===== src/rtl/integer_literal_range_check_core_macros.svh =====
// Assertion macros shared by the integer literal range check RTL.
`ifndef INTEGER_LITERAL_RANGE_CHECK_CORE_MACROS_SVH
`define INTEGER_LITERAL_RANGE_CHECK_CORE_MACROS_SVH

// Same-cycle implication, checked outside reset.
`define ILRC_ASSERT_NOW(label, clk, rst_n, ante, cons, msg) \
    label: assert property (@(posedge clk) disable iff (!rst_n) (ante) |-> (cons)) \
        else $error(msg);

// Next-cycle implication, checked outside reset.
`define ILRC_ASSERT_NEXT(label, clk, rst_n, ante, cons, msg) \
    label: assert property (@(posedge clk) disable iff (!rst_n) (ante) |=> (cons)) \
        else $error(msg);

`endif


===== src/rtl/ilrc_pkg.sv =====
// Types, constants and helper functions for the integer literal range check.
package ilrc_pkg;

    typedef enum logic [1:0] {
        RADIX_DEC = 2'd0,
        RADIX_HEX = 2'd1,
        RADIX_OCT = 2'd2,
        RADIX_BIN = 2'd3
    } radix_t;

    typedef enum logic [1:0] {
        OUTCOME_DONE     = 2'd0,
        OUTCOME_OVERFLOW = 2'd1,
        OUTCOME_STOPPED  = 2'd2
    } outcome_t;

    localparam int          ACC_W          = 64;
    localparam logic [7:0]  CHAR_UNDERSCORE = 8'h5F;
    localparam logic [7:0]  CHAR_ZERO       = 8'h30;
    localparam logic [7:0]  CHAR_NINE       = 8'h39;
    localparam logic [7:0]  CHAR_LC_A       = 8'h61;
    localparam logic [7:0]  CHAR_LC_F       = 8'h66;
    localparam logic [7:0]  CHAR_UC_A       = 8'h41;
    localparam logic [7:0]  CHAR_UC_F       = 8'h46;
    localparam logic [7:0]  CHAR_LC_X       = 8'h78;
    localparam logic [7:0]  CHAR_UC_X       = 8'h58;
    localparam logic [7:0]  CHAR_LC_O       = 8'h6F;
    localparam logic [7:0]  CHAR_UC_O       = 8'h4F;
    localparam logic [7:0]  CHAR_LC_B       = 8'h62;
    localparam logic [7:0]  CHAR_UC_B       = 8'h42;

    // bound / base for bound 2^63 and 2^63-1
    localparam logic [ACC_W-1:0] QUOT_DEC = 64'd922337203685477580;
    localparam logic [ACC_W-1:0] QUOT_HEX = 64'h0800_0000_0000_0000;
    localparam logic [ACC_W-1:0] QUOT_OCT = 64'h1000_0000_0000_0000;
    localparam logic [ACC_W-1:0] QUOT_BIN = 64'h4000_0000_0000_0000;

    typedef struct packed {
        logic [ACC_W-1:0] acc;
        radix_t           radix;
        logic [1:0]       pos;
        logic             first_zero;
        logic             stopped;
        logic             ovf;
        logic             bound;
        logic             open;
    } ilrc_state_t;

    localparam ilrc_state_t STATE_CLEAR = '{
        acc:        '0,
        radix:      RADIX_DEC,
        pos:        2'd0,
        first_zero: 1'b0,
        stopped:    1'b0,
        ovf:        1'b0,
        bound:      1'b1,
        open:       1'b0
    };

    typedef struct packed {
        logic       ok;
        logic [3:0] val;
    } digit_t;

    function automatic digit_t digit_value(input logic [7:0] c);
        digit_t d;
        d.ok  = 1'b1;
        d.val = 4'd0;
        if (c >= CHAR_ZERO && c <= CHAR_NINE) begin
            d.val = 4'(c - CHAR_ZERO);
        end
        else if (c >= CHAR_LC_A && c <= CHAR_LC_F) begin
            d.val = 4'(c - CHAR_LC_A + 8'd10);
        end
        else if (c >= CHAR_UC_A && c <= CHAR_UC_F) begin
            d.val = 4'(c - CHAR_UC_A + 8'd10);
        end
        else begin
            d.ok = 1'b0;
        end
        return d;
    endfunction

    // RADIX_DEC means no prefix letter
    function automatic radix_t prefix_radix(input logic [7:0] c);
        radix_t r;
        r = RADIX_DEC;
        if (c == CHAR_LC_X || c == CHAR_UC_X) begin
            r = RADIX_HEX;
        end
        else if (c == CHAR_LC_O || c == CHAR_UC_O) begin
            r = RADIX_OCT;
        end
        else if (c == CHAR_LC_B || c == CHAR_UC_B) begin
            r = RADIX_BIN;
        end
        return r;
    endfunction

    function automatic logic [ACC_W-1:0] radix_quot(input radix_t r, input logic bound);
        logic [ACC_W-1:0] q;
        case (r)
            RADIX_DEC: q = QUOT_DEC;
            RADIX_HEX: q = bound ? QUOT_HEX : QUOT_HEX - 64'd1;
            RADIX_OCT: q = bound ? QUOT_OCT : QUOT_OCT - 64'd1;
            default:   q = bound ? QUOT_BIN : QUOT_BIN - 64'd1;
        endcase
        return q;
    endfunction

    function automatic logic [3:0] radix_rem(input radix_t r, input logic bound);
        logic [3:0] m;
        case (r)
            RADIX_DEC: m = bound ? 4'd8 : 4'd7;
            RADIX_HEX: m = bound ? 4'd0 : 4'd15;
            RADIX_OCT: m = bound ? 4'd0 : 4'd7;
            default:   m = bound ? 4'd0 : 4'd1;
        endcase
        return m;
    endfunction

    function automatic logic [ACC_W-1:0] scale_by_radix(input logic [ACC_W-1:0] a,
                                                        input radix_t r);
        logic [ACC_W-1:0] s;
        case (r)
            RADIX_DEC: s = (a << 3) + (a << 1);
            RADIX_HEX: s = a << 4;
            RADIX_OCT: s = a << 3;
            default:   s = a << 1;
        endcase
        return s;
    endfunction

endpackage


===== src/rtl/ilrc_if.sv =====
// Valid/ready channel interfaces for literal characters and range results.
interface ilrc_char_if;
    logic       valid;
    logic       ready;
    logic [7:0] character;
    logic       char_present;
    logic       last;
    logic       allow_max_magnitude;

    modport source (output valid, output character, output char_present, output last,
                    output allow_max_magnitude, input ready);
    modport sink   (input valid, input character, input char_present, input last,
                    input allow_max_magnitude, output ready);
endinterface

interface ilrc_result_if;
    logic       valid;
    logic       ready;
    logic       fits;
    logic [1:0] outcome;

    modport source (output valid, output fits, output outcome, input ready);
    modport sink   (input valid, input fits, input outcome, output ready);
endinterface


===== src/rtl/ilrc_step.sv =====
// Next-state logic for one literal character: prefix, digit decode, overflow test.
module ilrc_step
    import ilrc_pkg::*;
(
    input  ilrc_state_t cur,
    input  logic [7:0]  character,
    input  logic        char_present,
    input  logic        allow_max_magnitude,
    output ilrc_state_t nxt
);

    digit_t           dig;
    radix_t           pfx;
    logic [ACC_W-1:0] quot;
    logic [3:0]       rem;
    logic             bound;

    always_comb
    begin
        nxt   = cur;
        bound = cur.open ? cur.bound : allow_max_magnitude;
        nxt.bound = bound;
        nxt.open  = 1'b1;
        dig   = digit_value(character);
        pfx   = prefix_radix(character);
        quot  = radix_quot(cur.radix, bound);
        rem   = radix_rem(cur.radix, bound);

        if (char_present && character != CHAR_UNDERSCORE && !cur.stopped && !cur.ovf)
        begin
            if (cur.pos == 2'd1 && cur.first_zero && pfx != RADIX_DEC)
            begin
                nxt.radix = pfx;
                nxt.pos   = 2'd2;
            end
            else
            begin
                if (cur.pos == 2'd0)
                begin
                    nxt.first_zero = (character == CHAR_ZERO);
                end
                if (cur.pos != 2'd2)
                begin
                    nxt.pos = cur.pos + 2'd1;
                end
                if (!dig.ok)
                begin
                    nxt.stopped = 1'b1;
                end
                else if (cur.acc > quot || (cur.acc == quot && dig.val > rem))
                begin
                    nxt.ovf = 1'b1;
                end
                else
                begin
                    nxt.acc = scale_by_radix(cur.acc, cur.radix) + {60'd0, dig.val};
                end
            end
        end
    end

endmodule


===== src/rtl/integer_literal_range_check_core.sv =====
// Integer literal range check: one character item per clock; the result for a
// literal appears in the output register in the cycle after its last item is taken.
// A new item is accepted every cycle while the output register is empty or being
// drained; the only stall is a held result that the sink has not taken.
// The per-character work is a digit decode, a 64-bit compare against the
// per-radix quotient and a shift-and-add by the base, all in combinational logic.
`include "integer_literal_range_check_core_macros.svh"

module integer_literal_range_check_core
    import ilrc_pkg::*;
(
    input  logic          clk,
    input  logic          rst_n,
    ilrc_char_if.sink     chars,
    ilrc_result_if.source result
);

    ilrc_state_t state_reg;
    ilrc_state_t state_next;
    logic        out_valid_reg;
    logic        fits_reg;
    outcome_t    outcome_reg;
    logic        accept;

    ilrc_step u_step (
        .cur                 (state_reg),
        .character           (chars.character),
        .char_present        (chars.char_present),
        .allow_max_magnitude (chars.allow_max_magnitude),
        .nxt                 (state_next)
    );

    assign chars.ready    = !out_valid_reg || result.ready;
    assign accept         = chars.valid && chars.ready;
    assign result.valid   = out_valid_reg;
    assign result.fits    = fits_reg;
    assign result.outcome = outcome_reg;

    always_ff @(posedge clk or negedge rst_n)
    begin
        if (!rst_n)
        begin
            state_reg     <= STATE_CLEAR;
            out_valid_reg <= 1'b0;
        end
        else
        begin
            if (accept)
            begin
                state_reg <= chars.last ? STATE_CLEAR : state_next;
            end
            if (accept && chars.last)
            begin
                out_valid_reg <= 1'b1;
            end
            else if (result.ready)
            begin
                out_valid_reg <= 1'b0;
            end
        end
    end

    always_ff @(posedge clk)
    begin
        if (accept && chars.last)
        begin
            fits_reg    <= !state_next.ovf;
            outcome_reg <= state_next.ovf     ? OUTCOME_OVERFLOW :
                           state_next.stopped ? OUTCOME_STOPPED  : OUTCOME_DONE;
        end
    end

    `ILRC_ASSERT_NOW(a_ovf_stop_excl, clk, rst_n, 1'b1, !(state_reg.ovf && state_reg.stopped),
        "overflow and early stop both set")
    `ILRC_ASSERT_NOW(a_prefix_ctx, clk, rst_n, state_reg.radix != RADIX_DEC,
        state_reg.first_zero && state_reg.pos == 2'd2, "radix prefix without leading zero")
    `ILRC_ASSERT_NEXT(a_last_clears, clk, rst_n, accept && chars.last,
        out_valid_reg && !state_reg.open && state_reg.acc == '0, "last item did not close literal")
    `ILRC_ASSERT_NOW(a_fits_code, clk, rst_n, out_valid_reg,
        fits_reg == (outcome_reg != OUTCOME_OVERFLOW), "fits disagrees with outcome")

endmodule


===== src/flat_wrapper.sv =====
// flat-port wrapper written by rule: the top's interface ports become plain ports
module integer_literal_range_check_core_flat import ilrc_pkg::*;
  (clk, rst_n, chars_valid, chars_character, chars_char_present, chars_last, chars_allow_max_magnitude, chars_ready, result_valid, result_fits, result_outcome, result_ready);
  ilrc_char_if chars_i ();
  ilrc_result_if result_i ();
  input  logic clk;
  input  logic rst_n;
  input wire logic [$bits(chars_i.valid)-1:0] chars_valid;
  input wire logic [$bits(chars_i.character)-1:0] chars_character;
  input wire logic [$bits(chars_i.char_present)-1:0] chars_char_present;
  input wire logic [$bits(chars_i.last)-1:0] chars_last;
  input wire logic [$bits(chars_i.allow_max_magnitude)-1:0] chars_allow_max_magnitude;
  output wire logic [$bits(chars_i.ready)-1:0] chars_ready;
  output wire logic [$bits(result_i.valid)-1:0] result_valid;
  output wire logic [$bits(result_i.fits)-1:0] result_fits;
  output wire logic [$bits(result_i.outcome)-1:0] result_outcome;
  input wire logic [$bits(result_i.ready)-1:0] result_ready;
  assign chars_i.valid = chars_valid;
  assign chars_i.character = chars_character;
  assign chars_i.char_present = chars_char_present;
  assign chars_i.last = chars_last;
  assign chars_i.allow_max_magnitude = chars_allow_max_magnitude;
  assign chars_ready = chars_i.ready;
  assign result_valid = result_i.valid;
  assign result_fits = result_i.fits;
  assign result_outcome = result_i.outcome;
  assign result_i.ready = result_ready;
  integer_literal_range_check_core u_core (.clk(clk), .rst_n(rst_n), .chars(chars_i), .result(result_i));
endmodule

===== config.mk =====
export PLATFORM = sky130hd
export DESIGN_NAME = integer_literal_range_check_core_flat
export DESIGN_NICKNAME = d
export VERILOG_FILES = /design/src/rtl/ilrc_pkg.sv /design/src/rtl/ilrc_if.sv /design/src/rtl/ilrc_step.sv /design/src/rtl/integer_literal_range_check_core.sv /design/src/flat_wrapper.sv
export VERILOG_INCLUDE_DIRS = /design/src /design/src/rtl
export SDC_FILE = /design/constraint.sdc
export NUM_CORES = 1
export LEC_CHECK = 0
export BUFFER_PORTS_ARGS = -buffer_cell sky130_fd_sc_hd__buf_4
export CAP_MARGIN = 20
export CORE_MARGIN = 3
export CORE_UTILIZATION = 65
export CTS_BUF_LIST = sky130_fd_sc_hd__clkbuf_4
export DETAILED_ROUTE_END_ITERATION = 10
export PLACE_DENSITY = 0.88
export SLEW_MARGIN = 10
export SYNTH_ARGS = -nofsm -noshare
export SYNTH_HDL_FRONTEND = slang
export SYNTH_SLANG_ARGS = --single-unit

===== constraint.sdc =====
create_clock -name clk -period 6.55 [get_ports clk]
set_input_delay 0.3275 -clock clk [delete_from_list [all_inputs] [get_ports clk]]
set_output_delay 0.3275 -clock clk [all_outputs]
set_load 0.01 [all_outputs]

==> results.sh <==
export IMPL_seqCellArea_um2=1950
export IMPL_clock_tree_htree_level_count=3
export IMPL_ys_top_cells_by_area="sky130_fd_sc_hd__dfrtp_1, sky130_fd_sc_hd__ha_1, sky130_fd_sc_hd__a21oi_1"
export IMPL_syn_inst=1685
export IMPL_critical_path_n_buffers_inverters=2
export IMPL_filler_cell_count=1559
export IMPL_floorplan_die_area_um2=21000
export IMPL_detailed_router_iteration_count_before_antenna_repair=6
export IMPL_grt_setup_unrepaired="no"
export IMPL_final_period_utilization=0.812
export IMPL_clock_sinks=77
export IMPL_synth_top_area_cell="sky130_fd_sc_hd__dfrtp_1"
export IMPL_worst_setup_path_end_kind="register"
export IMPL_drt_antenna_violating_nets=0
export IMPL_ratio_of_cells_with_drive_above_1_in_the_final_layout=0.0754
export IMPL_ff2ff_setup_slack_ns=1.23
export IMPL_maxSlewViolCount=0
export IMPL_timing_setup_tns_ns=0
export IMPL_cts_root_buf="sky130_fd_sc_hd__clkbuf_4"
export IMPL_p_int_w=0.000686
export IMPL_num_io_pins=20
export IMPL_layout_min_cycle_time_ns=5.32
export IMPL_cts_setup_buffers=0
export IMPL_grt_total_usage=0.372
export IMPL_syn_area_per_cell_um2=7.44
export IMPL_power_leakage_nw=5.32
export IMPL_place_congestion=0.968
export IMPL_final_hold_slack_ns=-0.0201
export IMPL_seqPwrFrac=0.519
export IMPL_layout_stage_area_growth_over_the_synthesis_result_pct=3.05
export IMPL_pin_count_of_the_biggest_net_entering_global_routing=100
export IMPL_multi_input_comb_area_um2=10100
export IMPL_crit_chain="nor2_4, buf_4, nor2_2, buf_4, ha_1, nand4b_1, nor2_1, nand4_1, nor2_1, nand3_1, or3_1, or3b_2, o21ai_0, a21o_1, nand2_4, o41ai_1"
export IMPL_grt_pass1_vias=12180
export IMPL_cts_made_buffers=9
export IMPL_worst_r2r_startpoint="u_core.state_reg[7]"
export IMPL_vias=13410
export IMPL_setup_worst_path_start_class="register"
export IMPL_setup_viol=0
export IMPL_max_slew_worst_pin_slew_ns=1.00
export IMPL_via_per_inst=7.04
export IMPL_vdd_ir_drop_max_uv=125
export IMPL_critical_path_peak_fanout=99
export IMPL_global_route_wire_length_before_repair_um=62500
export IMPL_timing_slew_headroom=0.330
export IMPL_post_place_ws_ns=1.35
export IMPL_worstPathArrival_ns=5.66
export IMPL_core_box_area_um2=18800
export IMPL_slowest_stage="sky130_fd_sc_hd__dfrtp_4"
export IMPL_critical_path_top_delay_family="simple AND/OR/NAND/NOR gates"
export IMPL_detail_route_drc_violations=0
export IMPL_power_switching_w=0.000270
export IMPL_timing_hold_worst_class="in -> async"
export IMPL_ctsResizeCount=0
export IMPL_report_final_hold_viol_count=7
export IMPL_synth_net_count=1840
export IMPL_largest_reg_flops=73
export IMPL_wl_um=39100
export IMPL_number_of_antenna_violations_at_the_first_check_in_global_routing=1
export IMPL_required_worst_endpoint_ns=6.89
export IMPL_row_count=50
export IMPL_ctsHoldBuffers=0
export IMPL_top_ff_cell_synth="sky130_fd_sc_hd__dfrtp_1"
export IMPL_r2r_end="u_core.state_reg[24]"
export IMPL_layout_nets=1795
export IMPL_fin_util=0.686
export IMPL_ys_seq_area_frac=0.155
export IMPL_initial_utilization=0.666
export IMPL_post_synth_num_cell_types=93
export IMPL_routedWlPerCell_um=20.5
export IMPL_skew_ns=0.0126
export IMPL_status="finished with violations"
export IMPL_dpl_hpwl_um=30100
export IMPL_number_of_enable_type_register_cells_in_the_synthesized_netlist=3
export IMPL_synth_top_area_frac=0.146
export IMPL_clk_latency_ns=0.45
export IMPL_worst_path_largest_cell_delay_ns=0.74
export IMPL_drt_iter0_drc=1494
export IMPL_critPathKind="reg -> reg"
export IMPL_synth_most_common_cell="sky130_fd_sc_hd__nand2_1"
export IMPL_ff2ff_path_depth=16
export IMPL_ys_warn_count=0
export IMPL_tritoncts_clock_tree="built"
export IMPL_grt_overflow=0
export IMPL_synth_area_um2=12500
export IMPL_port_buffer_count=19
export IMPL_crit_cells=16
export IMPL_dieWidth_um=145
export IMPL_switching_share=0.283
export IMPL_maxCapViolations=0
export IMPL_netlist_top_cells_count="sky130_fd_sc_hd__nand2_1, sky130_fd_sc_hd__a21oi_1, sky130_fd_sc_hd__ha_1"
export IMPL_clock_fmax_ghz=0.188
export IMPL_violations="negative hold slack"
export IMPL_timing_final_ws_setup_ns=1.23
export IMPL_synth_async_sr_flop_share=0.961
export IMPL_fp_dieH_um=145
export IMPL_cts_reportedPaths_clkPinSlew_ns=0.12
export IMPL_p_clk_frac=0.343
export IMPL_synth_ff_latch_count=77
export IMPL_p_per_area_nw_per_um2=74.0
export IMPL_power_combinational_fraction=0.138
export IMPL_cts_buffer_depth=2
## stage by stage
stage               total power [W]  cells  instance area (um^2)
finish                     0.000956   1905                 12900
global route               0.000993   1905                 12900
detailed placement         0.000634   1889                 12800
floorplan                  0.000587   1685                 12500
global placement           0.000629   1889                 12800
CTS                        0.000953   1904                 12900
## power groups by stage
stage	logic, W	registers [W]	clock network (W)
finish	0.000132	0.000497	0.000328
global route	0.000147	0.000498	0.000348
CTS	0.000131	0.000496	0.000326
detailed placement	0.000129	0.000505	0
global placement	0.000125	0.000505	0
floorplan	0.0000838	0.000503	0
## metal layers
| metal | GRT usage | share of wire | wire length [um] |
|---|---|---|---|
| met1 | 0.521 | 0.41 | 16100 |
| met2 | 0.563 | 0.43 | 16900 |
| met3 | 0.0877 | 0.12 | 4860 |
| met4 | 0.129 | 0.033 | 1290 |
| met5 | 0 | 0 | 0 |
## cells by family (layout without fill, tap and decap cells)
| group | Yosys count | count (layout) | synth area share |
|---|---|---|---|
| mux | 65 | 65 | 0.0663 |
| buf+inv | 127 | 86 | 0.0400 |
| xor+xnor | 82 | 82 | 0.0573 |
| flops | 77 | 77 | 0.155 |
| other cells | 0 | 1 | 0 |
| compound gates | 542 | 542 | 0.273 |
| fa+ha+maj | 140 | 140 | 0.141 |
| simple gates | 652 | 652 | 0.267 |
## worst max path at each step
stage | startpoint | to | slack (ns)
after detailed placement | u_core.state_reg[7] | u_core.state_reg[24] | 1.35
final | u_core.state_reg[7] | u_core.state_reg[24] | 1.23
after floorplan | u_core.state_reg[7] | u_core.state_reg[24] | 1.23
after global placement | u_core.state_reg[7] | u_core.state_reg[24] | 1.50
after global routing | u_core.state_reg[7] | u_core.state_reg[24] | 0.83
after CTS | u_core.state_reg[7] | u_core.state_reg[24] | 1.31
## cell usage in the layout, fill, tap and decap left out, types with 10 or more instances in the layout
master,count
sky130_fd_sc_hd__o211ai_1,11
sky130_fd_sc_hd__mux2i_1,38
sky130_fd_sc_hd__o31ai_1,35
sky130_fd_sc_hd__nor3_1,45
sky130_fd_sc_hd__and3_1,12
sky130_fd_sc_hd__buf_4,31
sky130_fd_sc_hd__dfrtp_1,71
sky130_fd_sc_hd__nand2_1,230
sky130_fd_sc_hd__mux4_2,13
sky130_fd_sc_hd__or3_1,15
sky130_fd_sc_hd__a21oi_1,175
sky130_fd_sc_hd__o21a_1,14
sky130_fd_sc_hd__o21ai_0,116
sky130_fd_sc_hd__nor2_1,109
sky130_fd_sc_hd__nor3b_1,13
sky130_fd_sc_hd__xnor2_1,48
sky130_fd_sc_hd__and2_1,16
sky130_fd_sc_hd__o21bai_1,11
sky130_fd_sc_hd__a211oi_1,14
sky130_fd_sc_hd__nand4_1,41
sky130_fd_sc_hd__inv_1,40
sky130_fd_sc_hd__nand3_1,53
sky130_fd_sc_hd__a21o_1,47
sky130_fd_sc_hd__clkbuf_4,10
sky130_fd_sc_hd__nor2b_1,14
sky130_fd_sc_hd__nor4_1,18
sky130_fd_sc_hd__mux2_2,14
sky130_fd_sc_hd__ha_1,138
sky130_fd_sc_hd__nand2b_1,16
sky130_fd_sc_hd__a31oi_1,24
sky130_fd_sc_hd__xor2_1,34
## area by class of cell
cell class / instances / share of cell area
antenna: 1 / 0.000194
clock buffer: 10 / 0.00581
clock inverter: 5 / 0.00591
inverter: 40 / 0.0116
multi-input combinational: 1481 / 0.782
sequential: 77 / 0.151
tap: 260 / 0.0252
timing repair buffer: 31 / 0.0180
No activity file was read; power rests on OpenSTA's default activity.
